**config.mk**
```make
export PLATFORM = sky130hd
export DESIGN_NAME = knsb_queue
export DESIGN_NICKNAME = d
export VERILOG_FILES = /design/src/hw/rtl/knsb_pkg.sv /design/src/hw/rtl/knsb_queue.sv
export SDC_FILE = /design/constraint.sdc
export NUM_CORES = 1
export LEC_CHECK = 0
export ABC_AREA = 1
export CAP_MARGIN = 40
export CORE_MARGIN = 5
export CORE_UTILIZATION = 56
export DETAILED_ROUTE_END_ITERATION = 8
export DONT_BUFFER_PORTS = 1
export GPL_TIMING_DRIVEN = 0
export MAX_ROUTING_LAYER = met4
export PLACE_DENSITY = 0.71
export SYNTH_ARGS = -nofsm -noshare
export SYNTH_HDL_FRONTEND = slang
export SYNTH_SLANG_ARGS = --single-unit
```
**constraint.sdc**
```tcl
create_clock -name clk -period 6.6 [get_ports clk]
set_input_delay 1.98 -clock clk [delete_from_list [all_inputs] [get_ports clk]]
set_output_delay 1.98 -clock clk [all_outputs]
set_load 0.05 [all_outputs]
```
**src/hw/rtl/knsb_pkg.sv**
```systemverilog
package knsb_pkg;

    // Buffer depth and derived widths
    localparam int MAX_NEIGHBORS = 16;
    localparam int CNT_W         = $clog2(MAX_NEIGHBORS + 1);
    localparam int IDX_W         = (MAX_NEIGHBORS > 1) ? $clog2(MAX_NEIGHBORS) : 1;

    // Fixed field widths
    localparam int COORD_W    = 16;
    localparam int DIST_W     = 36;
    localparam int SQ_W       = 2 * COORD_W;
    localparam int NC_W       = 5;
    localparam int KIND_W     = 2;
    localparam int CFG_IDX_W  = 4;
    localparam int CFG_DATA_W = 16;
    localparam int KCMP_W     = (CNT_W > NC_W) ? CNT_W : NC_W;

    // Queue between front and back
    localparam int QUEUE_DEPTH = 4;
    localparam int QPTR_W      = $clog2(QUEUE_DEPTH);
    localparam int QCNT_W      = $clog2(QUEUE_DEPTH + 1);

    // Item kinds
    localparam logic [KIND_W-1:0] KIND_CONSIDER = 2'd0;
    localparam logic [KIND_W-1:0] KIND_READOUT  = 2'd1;
    localparam logic [KIND_W-1:0] KIND_CLEAR    = 2'd2;

    // Configuration register indexes
    localparam logic [CFG_IDX_W-1:0] REG_GOAL_X         = 4'd0;
    localparam logic [CFG_IDX_W-1:0] REG_GOAL_Y         = 4'd1;
    localparam logic [CFG_IDX_W-1:0] REG_GOAL_Z         = 4'd2;
    localparam logic [CFG_IDX_W-1:0] REG_NEIGHBOR_COUNT = 4'd3;

    typedef logic signed [COORD_W-1:0] coord_t;
    typedef logic [DIST_W-1:0]         dist_t;
    typedef logic [CNT_W-1:0]          count_t;

    // One stored entry
    typedef struct packed {
        coord_t x;
        coord_t y;
        coord_t z;
        dist_t  sq_dist;
    } entry_t;

    // One classified item on its way to the back end
    typedef struct packed {
        logic [KIND_W-1:0] kind;
        entry_t            ent;
    } item_t;

    typedef struct packed {
        logic  valid;
        item_t item;
    } q_wr_t;

    typedef struct packed {
        logic  valid;
        item_t item;
    } q_rd_t;

    typedef enum logic [1:0] {
        BK_IDLE,
        BK_STATUS,
        BK_ROT,
        BK_EMIT
    } back_state_t;

endpackage

```
**src/hw/rtl/knsb_queue.sv**
```systemverilog
module knsb_queue
(
    input  logic            clk,
    input  logic            rst_n,
    input  knsb_pkg::q_wr_t q_wr,
    output logic            q_ready,
    output knsb_pkg::q_rd_t q_rd,
    input  logic            q_pop
);
    import knsb_pkg::*;

    item_t              mem [QUEUE_DEPTH];
    logic [QPTR_W-1:0]  wr_ptr_reg;
    logic [QPTR_W-1:0]  rd_ptr_reg;
    logic [QCNT_W-1:0]  cnt_reg;
    logic               push;
    logic               pop;

    assign q_ready    = (cnt_reg != QCNT_W'(QUEUE_DEPTH));
    assign push       = q_wr.valid && q_ready;
    assign pop        = q_pop && (cnt_reg != '0);
    assign q_rd.valid = (cnt_reg != '0);
    assign q_rd.item  = mem[rd_ptr_reg];

    // Storage
    always_ff @(posedge clk)
    begin
        if (push)
            mem[wr_ptr_reg] <= q_wr.item;
    end

    // Pointers and fill count
    always_ff @(posedge clk or negedge rst_n)
    begin
        if (!rst_n)
        begin
            wr_ptr_reg <= '0;
            rd_ptr_reg <= '0;
            cnt_reg    <= '0;
        end
        else
        begin
            if (push)
                wr_ptr_reg <= (wr_ptr_reg == QPTR_W'(QUEUE_DEPTH - 1)) ? '0
                                                                      : wr_ptr_reg + 1'b1;
            if (pop)
                rd_ptr_reg <= (rd_ptr_reg == QPTR_W'(QUEUE_DEPTH - 1)) ? '0
                                                                      : rd_ptr_reg + 1'b1;
            if (push && !pop)
                cnt_reg <= cnt_reg + 1'b1;
            else if (pop && !push)
                cnt_reg <= cnt_reg - 1'b1;
        end
    end

endmodule

```
After elaboration in Yosys (flattened, before gate mapping)
Memory sizes are Yosys's and may differ from the RTL's.
Cells that the tools add are included.
{"block": "op_classes", "addsub": 4, "n_eq_ne": 3, "muxes": 6, "n_reduce_logical": 8}
{"cell": "3-bit two-way mux", "n": 2}
{"cell": "2-bit by 1-bit adder with 2-bit output, second input constant", "n": 2}
{"cell": "2-bit == test, second input constant", "n": 2}
{"cell": "1-bit logical AND", "n": 4}
{"cell": "2-bit two-way mux", "n": 2}
{"cell": "3-bit by 1-bit adder with 3-bit output, second input constant", "n": 1}
{"cell": "3-bit inequality test, second input constant", "n": 1}
{"cell": "3-bit nonzero test", "n": 1}
{"cell": "3-bit by 1-bit subtractor with 3-bit output, second input constant", "n": 1}
{"cell": "1-bit zero test", "n": 2}
{"cell": "1-bit two-way mux", "n": 2}
{"cell": "2-bit nonzero test", "n": 1}
{"block": "word_totals", "register_bits": 7, "ram_bits": 344, "inputBits": 90, "out_inout_bits": 88, "wordCells": 25, "mem_count": 1}
{"memory": "mem", "depth": 4, "width": 86, "read_ports": 1, "rd_ports_with_merged_regs": 0, "wr": 1, "line": "knsb_queue.sv:12", "source": "item_t mem [QUEUE_DEPTH];"}

Logic depth before layout (Yosys ltp)
Gate-level depths: netlist of the first run.
{"block": "logic_depth", "ltp_word": 6, "ltp_mapped": 12, "mapped_depth_nobuf": 12}

Worst setup path after synthesis of the first run
OpenSTA, ideal clock, no wires.
{"block": "synth_path", "path_type": "in2reg", "startpoint": "input port q_wr[86] in the netlist's numbering", "endpoint": "memory mem[0][0] in the netlist's numbering (enable)", "setup_ns": 0.532, "arrival_ns": 5.752, "required_ns": 6.068, "slack_ns": 0.316, "cell_stages": 2, "n_path_buf": 0, "path_cell_list": "nand2_1 nor2_1"}
{"block": "synth_via", "elab_chain_len": 3}
{"item": "from (decl)", "line": "knsb_queue.sv:5", "source": "input knsb_pkg::q_wr_t q_wr,"}
{"item": "1-bit logical AND", "line": "knsb_queue.sv:20", "source": "assign push = q_wr.valid && q_ready;"}
{"item": "1-bit two-way mux", "line": "knsb_queue.sv:28", "source": "if (push)"}
{"item": "1-bit two-way mux (implied by the code)", "line": "knsb_queue.sv:29", "source": "mem[wr_ptr_reg] <= q_wr.item;"}
{"item": "to (decl)", "line": "knsb_queue.sv:12"}
Every way passes these cells.

==> reports/metrics.yaml, run 1 <==
setup_path:
  crit_path_start_kind: "flip-flop"
  cp.arrival_ns: 2.16
  worstSetupPathType: "flip-flop to output port"
  cp_cell_sequence: "buf_2 -> buf_2 -> o211ai_1 -> nand2_1"
  cp_common_cell: "buf_2"
  cp.required_ns: 4.62
  slowest_delay_ns: 0.44
  cpMaxStageDelayCell: "nand2_1"
  end_kind: "output port"
  path_max_fanout: 10
  ff2ff_setup_slack_ns: 3.63
detailed_routing:
  drt-initial-drc-count: 571
  wl_um: 29800
  first_pass_iters: 6
  num_vias: 7940
  drc: 0
  drtAntennaViolNets: 0
  viasPerCell: 5.41
  drt-wirelength-per-cell_um: 20.3
cts:
  insertion_delay_ns: 0.51
  root_buffer: "clkbuf_16"
  cts_tree: "yes"
  post-cts-setup-buffer-count: 0
  clk_path_buf_depth: 3
  clock_sinks: 351
  cts_buffers: 37
  postCtsHoldBufs: 0
  clk_pin_slew_ns: 0.06
  cts.htree.levels: 2
  ctsResizeCount: 0
die:
  die_h_um: 168
  core_um2: 24500
  start_util_pct: 57.3
  fp.dieW_um: 168
  top_level_ports: 178
  fp-row-count: 57
  dieArea_um2: 28300
placed_design:
  dpl_cell_area_um2: 14700
  gp_congestion: 0.747
  port_buffers: 0
  dp_hpwl_um: 19100
timing:
  grt_setup_unrepaired: "no"
  skew_ns: 0.0132
  setup_viol: 0
  period_share_pct: 62.8
  fin_crit_ns: 4.14
  max_freq_mhz: 241
  whs_ns: 0.501
  report.final.slew_viol_count: 0
  maxSlewHeadroom_pct: 49.5
  tightest_slew_ns: 0.756
  hold_viol_final: 0
finish:
  largest_reg_flops: 344
  layout.nets: 1211
  layout-drive-gt1-share_pct: 10.9
  fin_area_um2: 15900
  area_growth_pct: 13.9
  antennaDiodeCount: 0
  final_util_pct: 65.2
global_routing:
  grt_pass1_vias: 8089
  grt_max_degree: 27
  grt_overflow: 0
  antenna_found_initial: 0
  grt_pass1_wl_um: 45900
  grt_use_total_pct: 21.7
outcome:
  status: "finished clean"
synth:
  syn-num-nets: 1159
  ys.flop_type: "edfxtp_1"
  synth_area_leaders: "edfxtp_1, o211ai_1, nand2_1"
  yosys.area.top_type: "edfxtp_1"
  synth_area_um2: 14000
  avgSynthCellArea_um2: 13.2
  synthArstFlopShare_pct: 1.99
  ys_seq_area_share_pct: 75.0
  synth_top_area_share_pct: 73.8
  synth_cells: 1062
  synth_common_cells: "edfxtp_1, nand2_1, inv_1, o211ai_1, buf_2"
  ys_seq_elements: 351
  synth_edf_count: 344
  yosysUniqueCellTypes: 17
  yosys_warnings: 0
  post-synth-top-count-cell: "edfxtp_1"
min_path:
  hp-class: "flip-flop to flip-flop"
run:
  drv_cap: 0
[metrics by stage]
step	instances	setup slack (ns)	TNS (ns)
4_1_cts	1467	2.41	0
6_report	1467	2.46	0
3_3_place_gp	1386	-2.65	-878.30
3_5_place_dp	1399	2.79	0
2_1_floorplan	1062	0.316	0
5_1_grt	1467	2.32	0
[routing by layer]
layer / vias to the layer above / routed length (um) / track usage (%) / share of wire, %
li1: 3803 / - / - / -
met4: 0 / 725 / 5.93 / 2.4
met3: 54 / 2730 / 7.17 / 9.2
met2: 279 / 14700 / 35.7 / 49
met1: 3804 / 11700 / 25.9 / 39
met5: - / 0 / - / 0
[final cells by class]
type	count	area [um^2]
flip-flops and latches	351	10500
fillers	1766	8520
multi-input cells	468	2520
clock buffers	45	998
inverters	186	698
well taps	324	405
plain buffers	57	313
repair buffers	13	283
clock inverters	23	224
[cell families (layout without fill, tap and decap cells)]
group / count (synthesis) / after routing / share of synthesized area (%)
DFF: 351 / 351 / 75.0
AOI/OAI and AO/OA: 173 / 173 / 9.26
buffers and inverters: 243 / 324 / 7.22
xor gates and xnor gates: 1 / 1 / 0.0626
and+or+nand+nor: 287 / 287 / 7.77
adders and majority gates: 7 / 7 / 0.679
[path summary, 6_finish.rpt]
check,start,to,cells past startpoint
max,rd_ptr_reg[0]$_DFFE_PN0P_,q_rd[26],4
min reg2reg,cnt_reg[2]$_DFFE_PN0P_,cnt_reg[2]$_DFFE_PN0P_,2
min,cnt_reg[2]$_DFFE_PN0P_,cnt_reg[2]$_DFFE_PN0P_,2
max in group asynchronous,rst_n,cnt_reg[1]$_DFFE_PN0P_,0
max reg2reg,cnt_reg[0]$_DFFE_PN0P_,mem[3][15]$_DFFE_PP_,6
min in group asynchronous,rst_n,wr_ptr_reg[0]$_DFFE_PN0P_,0
[layout by cell type (no fill, tap or decap)]
cell / n
o21ai_0: 1
nor2_1: 2
inv_6: 1
dfrtp_1: 7
bufinv_16: 4
inv_1: 185
nand3_1: 7
buf_16: 3
buf_6: 1
buf_12: 10
xnor2_1: 1
nor2_4: 4
clkinv_2: 6
nand2_1: 273
edfxtp_1: 344
clkinvlp_4: 4
ha_1: 6
clkbuf_1: 11
clkinv_1: 7
clkinv_4: 1
buf_2: 40
nand4_1: 1
inv_2: 1
clkbuf_16: 39
o211ai_1: 172
buf_4: 11
fa_1: 1
[worst max-delay path: cells and delay by family, from the launching register on]
kind,cells,cell delay (ns)
buf+inv,2,0.68
simple gates,1,0.44
flops,1,0.39
compound gates,1,0.13
Power of run 1 is left out: the tool's default activity adds up to more than one toggle a clock period on the data nets, which glitch-free logic cannot reach.
==> run 2: changes to the inputs <==
PLACE_DENSITY = 0.74   (was 0.71)
clock period = 3.7 ns   (was 6.6 ns; I/O delays follow)
==> run 2 against run 1 <==
Against the previous run: sequential cell count stayed put; routed wire length decreased by 0.49%; largest cell class unchanged; hold slack got worse by 0.21 ns.
==> reports/metrics.yaml, run 2 (synthesis results as in run 1) <==
outcome:
  status: "finished clean"
die:
  fp.dieW_um: 168
  fp-row-count: 57
  dieArea_um2: 28300
  start_util_pct: 57.3
  top_level_ports: 178
  die_h_um: 168
  core_um2: 24500
finish:
  antennaDiodeCount: 0
  layout_common_cells: "edfxtp_1, nand2_1, inv_1"
  layout.nets: 1210
  final_common_cell: "edfxtp_1"
  area_growth_pct: 12.8
  layout-drive-gt1-share_pct: 10.5
  fillerInstances: 1753
  fin_area_um2: 15800
  largest_reg_flops: 344
detailed_routing:
  num_vias: 7983
  drtAntennaViolNets: 0
  drc: 0
  first_pass_iters: 5
  wl_um: 29700
  drt-wirelength-per-cell_um: 20.3
  viasPerCell: 5.46
  drt-initial-drc-count: 608
timing:
  period_share_pct: 88.7
  grt_setup_unrepaired: "no"
  setup_viol: 0
  postLayoutSetupSlackWorst_ns: 0.417
  tightest_slew_ns: 0.778
  maxSlewHeadroom_pct: 48.0
  fin_crit_ns: 3.28
  max_freq_mhz: 305
  finalSetupTns_ns: 0
  hold_viol_final: 0
  report.final.slew_viol_count: 0
  skew_ns: 0.0127
  whs_ns: 0.294
cts:
  clk_path_buf_depth: 3
  post-cts-setup-buffer-count: 0
  ctsResizeCount: 0
  clk_pin_slew_ns: 0.06
  clock_sinks: 351
  cts.htree.levels: 2
  cts_tree: "yes"
  cts_buffers: 36
  postCtsHoldBufs: 0
  insertion_delay_ns: 0.50
  root_buffer: "clkbuf_16"
placed_design:
  gp_congestion: 0.752
  place_ws_ns: 0.674
  dpl_cell_area_um2: 14700
  port_buffers: 0
  dp_hpwl_um: 19000
global_routing:
  grt_use_total_pct: 21.3
  antenna_found_initial: 0
  grt_pass1_wl_um: 45200
  grt_pass1_vias: 8025
  grt_max_degree: 27
  grt_overflow: 0
setup_path:
  cp.arrival_ns: 2.17
  cpMaxStageDelayCell: "clkbuf_1"
  cp_cell_sequence: "buf_4 -> clkbuf_1 -> o211ai_1 -> nand2_1"
  crit_path_start_kind: "flip-flop"
  rr_worst_depth: 6
  path_max_fanout: 10
  end_kind: "output port"
  slowest_delay_ns: 0.48
  cp.required_ns: 2.59
  worstSetupPathType: "flip-flop to output port"
min_path:
  hp-class: "input port to asynchronous set/reset pin"
run:
  drv_cap: 0
==> run 2: changes by cell type in the layout (fill, tap and decap cells not counted), sizes merged <==
cell      before  now
bufinv         4    1
clkinvlp       4    1
inv          187  189
clkbuf        50   49
==> run 2: path summary, 6_finish.rpt <==
kind,startpoint,end,slack (ns)
min reg2reg,cnt_reg[2]$_DFFE_PN0P_,cnt_reg[2]$_DFFE_PN0P_,0.51
max,rd_ptr_reg[1]$_DFFE_PN0P_,q_rd[21],0.42
max in group asynchronous,rst_n,cnt_reg[1]$_DFFE_PN0P_,3.33
max reg2reg,cnt_reg[0]$_DFFE_PN0P_,mem[1][24]$_DFFE_PP_,0.67
min,rst_n,cnt_reg[0]$_DFFE_PN0P_,0.29
min in group clk,cnt_reg[2]$_DFFE_PN0P_,cnt_reg[2]$_DFFE_PN0P_,0.51
==> run 2: worst max-delay path, delay by kind of cell, from the launching register on <==
kind	cells	cell delay, ns
compound gates	1	0.19
buf+inv	2	0.68
flops	1	0.36
simple gates	1	0.43
==> run 2: final cells by class <==
class	instances	area [um^2]	share of cell area, %
flip-flops and latches	351	10500	66.5
clock buffers	44	952	6.03
multi-input cells	468	2520	15.9
plain buffers	57	313	1.98
clock inverters	19	126	0.800
well taps	324	405	2.57
repair buffers	13	283	1.79
inverters	186	698	4.42
==> run 2: layer usage <==
layer	vias to the layer above	GRT usage, %	wire length, um
met4	0	4.52	417
met1	3869	25.1	11100
met3	30	7.90	3080
li1	3800	-	-
met2	284	35.6	15100
met5	-	-	0
==> run 2: through the flow <==
step	util (%)	instances
after floorplan	-	1062
after global placement	58.9	1386
after global routing	64.6	1462
after CTS	64.6	1462
after detailed placement	60.2	1399
final	64.6	1462
Power of run 2 is left out for the same reason.
