## src/hw/rtl/knsb_pkg.sv

```systemverilog
package knsb_pkg;

    // Buffer depth and derived widths
    localparam int MAX_NEIGHBORS = 16;
    localparam int CNT_W         = $clog2(MAX_NEIGHBORS + 1);
    localparam int IDX_W         = (MAX_NEIGHBORS > 1) ? $clog2(MAX_NEIGHBORS) : 1;

    // Fixed field widths
    localparam int COORD_W    = 16;
    localparam int DIST_W     = 36;
    localparam int SQ_W       = 2 * COORD_W;
    localparam int NC_W       = 5;
    localparam int KIND_W     = 2;
    localparam int CFG_IDX_W  = 4;
    localparam int CFG_DATA_W = 16;
    localparam int KCMP_W     = (CNT_W > NC_W) ? CNT_W : NC_W;

    // Queue between front and back
    localparam int QUEUE_DEPTH = 4;
    localparam int QPTR_W      = $clog2(QUEUE_DEPTH);
    localparam int QCNT_W      = $clog2(QUEUE_DEPTH + 1);

    // Item kinds
    localparam logic [KIND_W-1:0] KIND_CONSIDER = 2'd0;
    localparam logic [KIND_W-1:0] KIND_READOUT  = 2'd1;
    localparam logic [KIND_W-1:0] KIND_CLEAR    = 2'd2;

    // Configuration register indexes
    localparam logic [CFG_IDX_W-1:0] REG_GOAL_X         = 4'd0;
    localparam logic [CFG_IDX_W-1:0] REG_GOAL_Y         = 4'd1;
    localparam logic [CFG_IDX_W-1:0] REG_GOAL_Z         = 4'd2;
    localparam logic [CFG_IDX_W-1:0] REG_NEIGHBOR_COUNT = 4'd3;

    typedef logic signed [COORD_W-1:0] coord_t;
    typedef logic [DIST_W-1:0]         dist_t;
    typedef logic [CNT_W-1:0]          count_t;

    // One stored entry
    typedef struct packed {
        coord_t x;
        coord_t y;
        coord_t z;
        dist_t  sq_dist;
    } entry_t;

    // One classified item on its way to the back end
    typedef struct packed {
        logic [KIND_W-1:0] kind;
        entry_t            ent;
    } item_t;

    typedef struct packed {
        logic  valid;
        item_t item;
    } q_wr_t;

    typedef struct packed {
        logic  valid;
        item_t item;
    } q_rd_t;

    typedef enum logic [1:0] {
        BK_IDLE,
        BK_STATUS,
        BK_ROT,
        BK_EMIT
    } back_state_t;

endpackage

```

## src/hw/rtl/knsb_front.sv

```systemverilog
module knsb_front
(
    input  logic                             clk,
    input  logic                             rst_n,
    input  logic                             cmd_valid,
    output logic                             cmd_stall,
    input  logic [knsb_pkg::KIND_W-1:0]      kind,
    input  knsb_pkg::coord_t                 point_x,
    input  knsb_pkg::coord_t                 point_y,
    input  knsb_pkg::coord_t                 point_z,
    input  logic                             cfg_valid,
    output logic                             cfg_ready,
    input  logic [knsb_pkg::CFG_IDX_W-1:0]   cfg_index,
    input  logic [knsb_pkg::CFG_DATA_W-1:0]  cfg_data,
    output knsb_pkg::q_wr_t                  q_wr,
    input  logic                             q_ready,
    output knsb_pkg::count_t                 eff_k
);
    import knsb_pkg::*;

    coord_t            goal_x_reg;
    coord_t            goal_y_reg;
    coord_t            goal_z_reg;
    logic [NC_W-1:0]   nc_reg;
    logic [KCMP_W-1:0] nc_wide;

    logic              adv;
    logic              s1_valid_reg;
    logic              s2_valid_reg;
    logic              s3_valid_reg;
    item_t             s1_item_reg;
    item_t             s2_item_reg;
    item_t             s3_item_reg;
    logic [COORD_W-1:0] s1_mag_reg [3];
    logic [COORD_W-1:0] s1_mag_next [3];
    logic [SQ_W-1:0]    s2_sq_reg [3];
    logic [SQ_W-1:0]    s2_sq_next [3];
    dist_t              s3_dist_next;

    // Absolute difference of two Q8.8 coordinates; always fits 16 bits
    function automatic logic [COORD_W-1:0] abs_diff(input coord_t a, input coord_t b);
        logic [COORD_W:0] d;
        d = {a[COORD_W-1], a} - {b[COORD_W-1], b};
        return d[COORD_W] ? COORD_W'((~d) + 1'b1) : d[COORD_W-1:0];
    endfunction

    // Configuration registers, always ready
    assign cfg_ready = 1'b1;

    always_ff @(posedge clk or negedge rst_n)
    begin
        if (!rst_n)
        begin
            goal_x_reg <= '0;
            goal_y_reg <= '0;
            goal_z_reg <= '0;
            nc_reg     <= NC_W'(1);
        end
        else if (cfg_valid)
        begin
            unique case (cfg_index)
                REG_GOAL_X:         goal_x_reg <= coord_t'(cfg_data[COORD_W-1:0]);
                REG_GOAL_Y:         goal_y_reg <= coord_t'(cfg_data[COORD_W-1:0]);
                REG_GOAL_Z:         goal_z_reg <= coord_t'(cfg_data[COORD_W-1:0]);
                REG_NEIGHBOR_COUNT: nc_reg     <= cfg_data[NC_W-1:0];
                default:            ;
            endcase
        end
    end

    // Effective K: zero counts as one, clipped to the buffer depth
    assign nc_wide = KCMP_W'(nc_reg);

    always_comb
    begin
        if (nc_wide == '0)
            eff_k = CNT_W'(1);
        else if (nc_wide > KCMP_W'(MAX_NEIGHBORS))
            eff_k = CNT_W'(MAX_NEIGHBORS);
        else
            eff_k = CNT_W'(nc_wide);
    end

    // Pipeline moves as a whole when the last stage can drain
    assign adv       = !s3_valid_reg || q_ready;
    assign cmd_stall = !adv;

    always_comb
    begin
        s1_mag_next[0] = abs_diff(point_x, goal_x_reg);
        s1_mag_next[1] = abs_diff(point_y, goal_y_reg);
        s1_mag_next[2] = abs_diff(point_z, goal_z_reg);
        for (int i = 0; i < 3; i++)
            s2_sq_next[i] = s1_mag_reg[i] * s1_mag_reg[i];
        s3_dist_next = DIST_W'(s2_sq_reg[0]) + DIST_W'(s2_sq_reg[1])
                     + DIST_W'(s2_sq_reg[2]);
    end

    // Stage valids
    always_ff @(posedge clk or negedge rst_n)
    begin
        if (!rst_n)
        begin
            s1_valid_reg <= 1'b0;
            s2_valid_reg <= 1'b0;
            s3_valid_reg <= 1'b0;
        end
        else if (adv)
        begin
            s1_valid_reg <= cmd_valid;
            s2_valid_reg <= s1_valid_reg;
            s3_valid_reg <= s2_valid_reg;
        end
    end

    // Stage payload: differences, squares, sum
    always_ff @(posedge clk)
    begin
        if (adv)
        begin
            s1_item_reg.kind        <= kind;
            s1_item_reg.ent.x       <= point_x;
            s1_item_reg.ent.y       <= point_y;
            s1_item_reg.ent.z       <= point_z;
            s1_item_reg.ent.sq_dist <= '0;
            s1_mag_reg              <= s1_mag_next;
            s2_item_reg             <= s1_item_reg;
            s2_sq_reg               <= s2_sq_next;
            s3_item_reg.kind        <= s2_item_reg.kind;
            s3_item_reg.ent.x       <= s2_item_reg.ent.x;
            s3_item_reg.ent.y       <= s2_item_reg.ent.y;
            s3_item_reg.ent.z       <= s2_item_reg.ent.z;
            s3_item_reg.ent.sq_dist <= s3_dist_next;
        end
    end

    assign q_wr.valid = s3_valid_reg;
    assign q_wr.item  = s3_item_reg;

endmodule

```

## config.mk

```make
export PLATFORM = sky130hd
export DESIGN_NAME = knsb_front
export DESIGN_NICKNAME = d
export VERILOG_FILES = /design/src/hw/rtl/knsb_pkg.sv /design/src/hw/rtl/knsb_front.sv
export SDC_FILE = /design/constraint.sdc
export NUM_CORES = 2
export LEC_CHECK = 0
export ABC_AREA = 1
export BUFFER_PORTS_ARGS = -buffer_cell sky130_fd_sc_hd__buf_4
export CAP_MARGIN = 10
export CORE_MARGIN = 5
export CORE_UTILIZATION = 50
export CTS_BUF_LIST = sky130_fd_sc_hd__clkbuf_4
export DETAILED_ROUTE_END_ITERATION = 16
export GPL_TIMING_DRIVEN = 0
export PLACE_DENSITY_LB_ADDON = 0.08
export SLEW_MARGIN = 30
export SYNTH_ARGS = -nofsm -noshare
export SYNTH_HDL_FRONTEND = slang
export SYNTH_SLANG_ARGS = --single-unit
export TNS_END_PERCENT = 50
```

## constraint.sdc

```tcl
create_clock -name clk -period 10.95 [get_ports clk]
set_clock_uncertainty 0.1 [all_clocks]
set_input_delay 1.6425 -clock clk [delete_from_list [all_inputs] [get_ports clk]]
set_output_delay 1.6425 -clock clk [all_outputs]
set_load 0.01 [all_outputs]
```

Yosys cells after proc, flatten, opt, wreduce, memory -nomap -nowiden
Cells that the tools add are included.

Add/sub/neg operators: 8. $mul: 3. Eq/ne operators: 3. Multiplexer cells: 5. Bitwise gates (word level): 3. Magnitude comparators: 1. Reduce and logical (&&, ||, !) cells: 9.

Operators by type and width (count): 16-bit by 16-bit multiplier with 32-bit output (3); 16-bit by 16-bit subtractor with 17-bit output (3); 16-bit by 1-bit adder with 16-bit output (second input constant) (3); 16-bit 2-to-1 mux (3); 16-bit inverter (3); 33-bit by 32-bit adder with 34-bit output (1); 32-bit by 32-bit adder with 33-bit output (1); 5-bit 2-to-1 mux (2); 4-bit by 2-bit equality test with 1-bit output (second input constant) (2); 2-bit AND reduction (4); 5-bit > comparator (second input constant) (1); 5-bit zero test (1); 4-bit by 1-bit equality test with 1-bit output (second input constant) (1); 4-bit zero test (1); 1-bit zero test (2); 1-bit logical OR (1).

Bits in registers: 386. Input bits: 75. Output and inout port bits: 94. Word-level logic and storage cells: 58.

Logic depth before layout (Yosys ltp)
Word-level depth: 4. Gate-level depth with buffers: 28. Mapped depth without buffers: 26.

Least setup slack after synthesis
Ideal clock, no wire load.

Path type: input to register. From: in q_ready. To: reg s2_valid_reg. Library setup time: 0.444 ns. Arrival: 8.324 ns. Data required time: 10.406 ns. Stages: 3. Setup slack: 2.082 ns. Buffers on the path: 0. Path through: nor2_1 inv_1 o21ai_0.

Word-level cells in the longest chain between the ends: 1.

RTL lines: from (decl) (RTL line knsb_front.sv:16) `input logic q_ready,`; 1-bit logical OR (RTL line knsb_front.sv:85) `assign adv = !s3_valid_reg || q_ready;`; to (signal assigned) (RTL line knsb_front.sv:111) `s2_valid_reg <= s1_valid_reg;`; to (decl) (RTL line knsb_front.sv:29) `logic s2_valid_reg;`.

No other way between the ends. A chain may end at the register's enable or synchronous reset.

==> summary.md <==
The flow ran to the end, and the final reports show no timing, DRC or antenna violations. The number of flip-flops under the largest register name is 93, and the fill cell total of the finished layout is 7367. Compared with the post-synthesis result, the final layout area differs by 10.0%.

Input and output buffers added on the ports amount to 165. For the pin with the worst max-slew slack, the measured transition is 829 ps. Setup violations remaining at the end of the flow were counted as 0. For the number of top-level pins, the log shows 169. The detailed-route wire length per cell is 15.9 um. Global route total overflow: 0. Clock tree synthesis selected as its root buffer the cell clkbuf_4. The tightest hold path in the finished design has a slack of 277 ps.

For the post-synthesis cell area, the log shows 40100 um2. The clock passes through at most 3 buffers. Detailed router's first-iteration violation count: 1504.

Counting stages on the worst path, the most repeated cell is fa_1. The worst path in the final design needs a cycle of 7010 ps, including I/O delays and setup. For the maximum number of pins on one net before global-route repair, the log shows 95. The initial antenna violation count was 5; the final cycle utilization of the critical path was 64.0%. The initial utilization of the core area, before any placement, comes to 50.6%. The amount of wire on met2 after detailed routing was 42.1 mm; the endpoint arrival time on the critical path was 7540 ps.

Of the total synthesized cell area, the portion taken by full adders, half adders and majority gates is 37.9%. The top fanout value on the critical path is 10, and the final number of max-transition violations is 0. Traced cell by cell, the critical path runs through clkbuf_1 -> clkbuf_1 -> nand2_1 -> fa_1 -> inv_1 -> fa_1 -> fa_1 -> fa_1 -> fa_1 -> inv_1 -> fa_1 -> inv_1 -> ha_1 -> nand2_1 -> inv_1 -> nand2_1 -> nor3_1 -> nand4_1 -> nand3_1 -> a21o_1 -> xor2_1. The tools report the critical path endpoint category as a register.

The via count of the first global-routing pass was 29200; the multiplexer area fraction after synthesis was 0%. TritonCTS built the clock tree. The kind of critical path is register to register. In the routed design, unresolved DRC markers number 0. Overall die width: 293 um. The worst min-delay path class was register to register.

After detailed routing, the wire length on met1 is 42.2 mm. The number of core rows is 103, and the compound-gate portion of the synthesized area is 5.19%. The quantity of gates resized following cts was 0; the synthesis warning total was 0. The run gives 0 as the remaining number of nets flagged by the antenna check after routing. The average via count per standard cell works out to 4.87.

Setup repair after global routing left no endpoint under its margin. The endpoint identified for the worst register-to-register timing path is s2_sq_reg[26]. The largest single stage delay on the critical path is 660 ps.

Ranked by total cell area, the synthesized netlist is headed by fa_1 26%, edfxtp_1 24%, ha_1 12%. The floorplan step defined a core boundary enclosing 79300 um2. For this run, asynchronously set or reset flops after synthesis account for 14.7%. The run gives 0 ps as the aggregate negative setup slack. The count of hold buffers inserted by post-cts repair is 0, and the final net count is 5648.

After synthesis the netlist holds a flip-flop and latch count of 381. For the final RePlAce weighted congestion, the log shows 0.884. The insertion delay of the later-clocked pin in the worst-skew pair came out at 890 ps. Once placement completed, the tool counted placed cells totaling 5619. The startpoint of the worst register-to-register path was s1_mag_reg[10]. The average size of a mapped cell came out at 9.12 um2. The number of different library cells used by synthesis comes to 44. The tools report the endpoint of the worst setup timing path as s2_sq_reg[26].

The family of cells with the greatest summed delay on the critical path was adder cells. The critical path runs through a total of 21 cells. The top routing layer in use was met5.

The first TritonRoute pass finished after 5 iterations. The first global-routing pass estimated 151 mm of wire. The xor-xnor portion of the synthesized cell area was 4.23%; the simple-gate share of the synthesized area was 13.1%. The critical path starts at s1_mag_reg[10]. The cell accounting for the most synthesized area was fa_1. The share of synthesized area in the top cell type comes to 26.0%. The kind of start point of the critical path is a register. Of the synthesized area, sequential elements account for 27.8%. Along the worst hold path, the cell count comes to 0. The cell count after synthesis came out at 4397. The critical path contains buffers and inverters numbering 6 combined. The y dimension of the die works out to 293 um. The post-route netlist has 7.91% of its cells at a drive strength greater than 1. STA puts the critical path data required time at 11480 ps.

For this run, the leading register cell type out of synthesis is edfxtp_1. For the relative max-transition margin, the log shows 44.7%. In this run the number of H-tree levels came out at 3. Counting cells, the worst reg-to-reg path comes to 21. Detailed placement finished with a half-perimeter wire length of 76.2 mm. Wires add up to 92.1 mm. The final count of hold timing violations is 0, and the TritonCTS sink count is 381.

The routed layout has 28300 vias. On the critical path, the stage with the largest delay is an instance of clkbuf_1. Largest family of logic cells by synthesized area: adder cells. The maximum achievable frequency was 143 MHz; the number of max-capacitance violations reported was 0. Global routing used 22.0% of the available tracks across all layers. The count of cells in the finished layout, fillers not included, comes to 5808.

The floorplan step defined a die boundary enclosing 85900 um2. For flop-to-flop paths, the worst setup slack is 3940 ps. Buffers added to address setup during post-CTS repair amount to 0.

After clock tree synthesis, the clock-pin slew on the worst setup and hold paths is 70 ps. Clock tree synthesis inserted a total of 100 buffers. The routed design uses 5.90 mm of met3 wire. Number of synthesized flops with an enable pin: 325.
-- per-layer routing --
layer | GRT usage, % | vias to the layer above
met5 | 0 | -
li1 | - | 14000
met1 | 31.0 | 13400
met3 | 4.48 | 115
met2 | 35.5 | 644
met4 | 4.91 | 6
-- kinds of logic after synthesis --
group | count (synthesis)
AND/OR/NAND/NOR | 1309
buffers and inverters | 1237
adder cells (fa/ha/maj) | 902
AO/OA/AOI/OAI | 377
flip-flops | 381
XOR/XNOR | 189
other | 2
-- worst min path at each step --
stage	start	endpoint	slack, ps
final	s2_item_reg[82]	q_wr[82]	280
after global placement	s1_item_reg[65]	s2_item_reg[65]	300
after detailed placement	s2_item_reg[66]	q_wr[66]	300
after CTS	s2_item_reg[81]	q_wr[81]	260
after global routing	s2_item_reg[81]	q_wr[81]	280
after floorplan	s2_item_reg[36]	q_wr[36]	300
-- placed cells by master, fill, tap and decap left out, drive strengths merged --
| cell | netlist | final |
|---|---|---|
| ha | 381 | 381 |
| bufinv | 0 | 3 |
| a31o | 3 | 3 |
| or2 | 6 | 6 |
| conb | 2 | 6 |
| edfxtp | 325 | 325 |
| a21o | 18 | 18 |
| nor2 | 204 | 204 |
| nand3b | 5 | 5 |
| xnor2 | 58 | 58 |
| a21boi | 7 | 7 |
| nor3b | 1 | 1 |
| o221a | 1 | 1 |
| clkinv | 0 | 42 |
| and2 | 3 | 3 |
| fa | 521 | 521 |
| a21oi | 159 | 159 |
| nor3 | 31 | 31 |
| o21a | 5 | 5 |
| o2111ai | 1 | 1 |
| nand2 | 925 | 925 |
| diode | 0 | 4 |
| nand3 | 113 | 113 |
| dfrtp | 55 | 55 |
| dfstp | 1 | 1 |
| o21ai | 138 | 138 |
| o211ai | 5 | 5 |
| a31oi | 19 | 19 |
| buf | 7 | 175 |
| nand4 | 21 | 21 |
| xor2 | 131 | 131 |
| a211oi | 4 | 4 |
| o21bai | 16 | 16 |
| inv | 1129 | 1133 |
| clkbuf | 101 | 237 |
| o31a | 1 | 1 |
-- cells in the mapped netlist (4+ instances only) --
cell type	n
nor3_1	31
edfxtp_1	325
o21ai_0	132
nand2_1	907
dfrtp_1	55
or2_2	6
a21o_1	18
buf_4	6
ha_1	381
nand2_2	17
nor2_2	4
inv_1	1129
nand3b_1	5
o21a_1	5
a21boi_0	7
nand4_1	21
xor2_1	128
a211oi_1	4
fa_1	521
a21oi_1	158
clkbuf_1	101
o211ai_1	5
o21bai_1	16
o21ai_1	5
a31oi_1	19
xnor2_1	57
nand3_1	110
nor2_1	200
-- final cells by class --
| class | count | area [um2] | share of cell area (%) |
|---|---|---|---|
| multi-input combinational | 2783 | 24300 | 55.0 |
| sequential | 381 | 11200 | 25.3 |
| inverter | 1129 | 4250 | 9.63 |
| timing repair buffer | 168 | 1320 | 3.00 |
| tap | 1050 | 1310 | 2.98 |
| clock buffer | 136 | 1020 | 2.31 |
| buffer | 108 | 439 | 0.996 |
| clock inverter | 49 | 329 | 0.746 |
| antenna | 4 | 10.0 | 0.0227 |
-- metrics by stage --
stage	utilization [%]	cell area [um2]	worst slack (ps)
floorplan	-	40100	2080
global placement	53.8	42700	-882
detailed placement	53.9	42700	4040
CTS	55.6	44100	3920
global route	55.6	44100	3490
finish	55.6	44100	3940
Power is not shown: default switching activity piles up to over one toggle a cycle in this logic, so the estimate is an artifact.
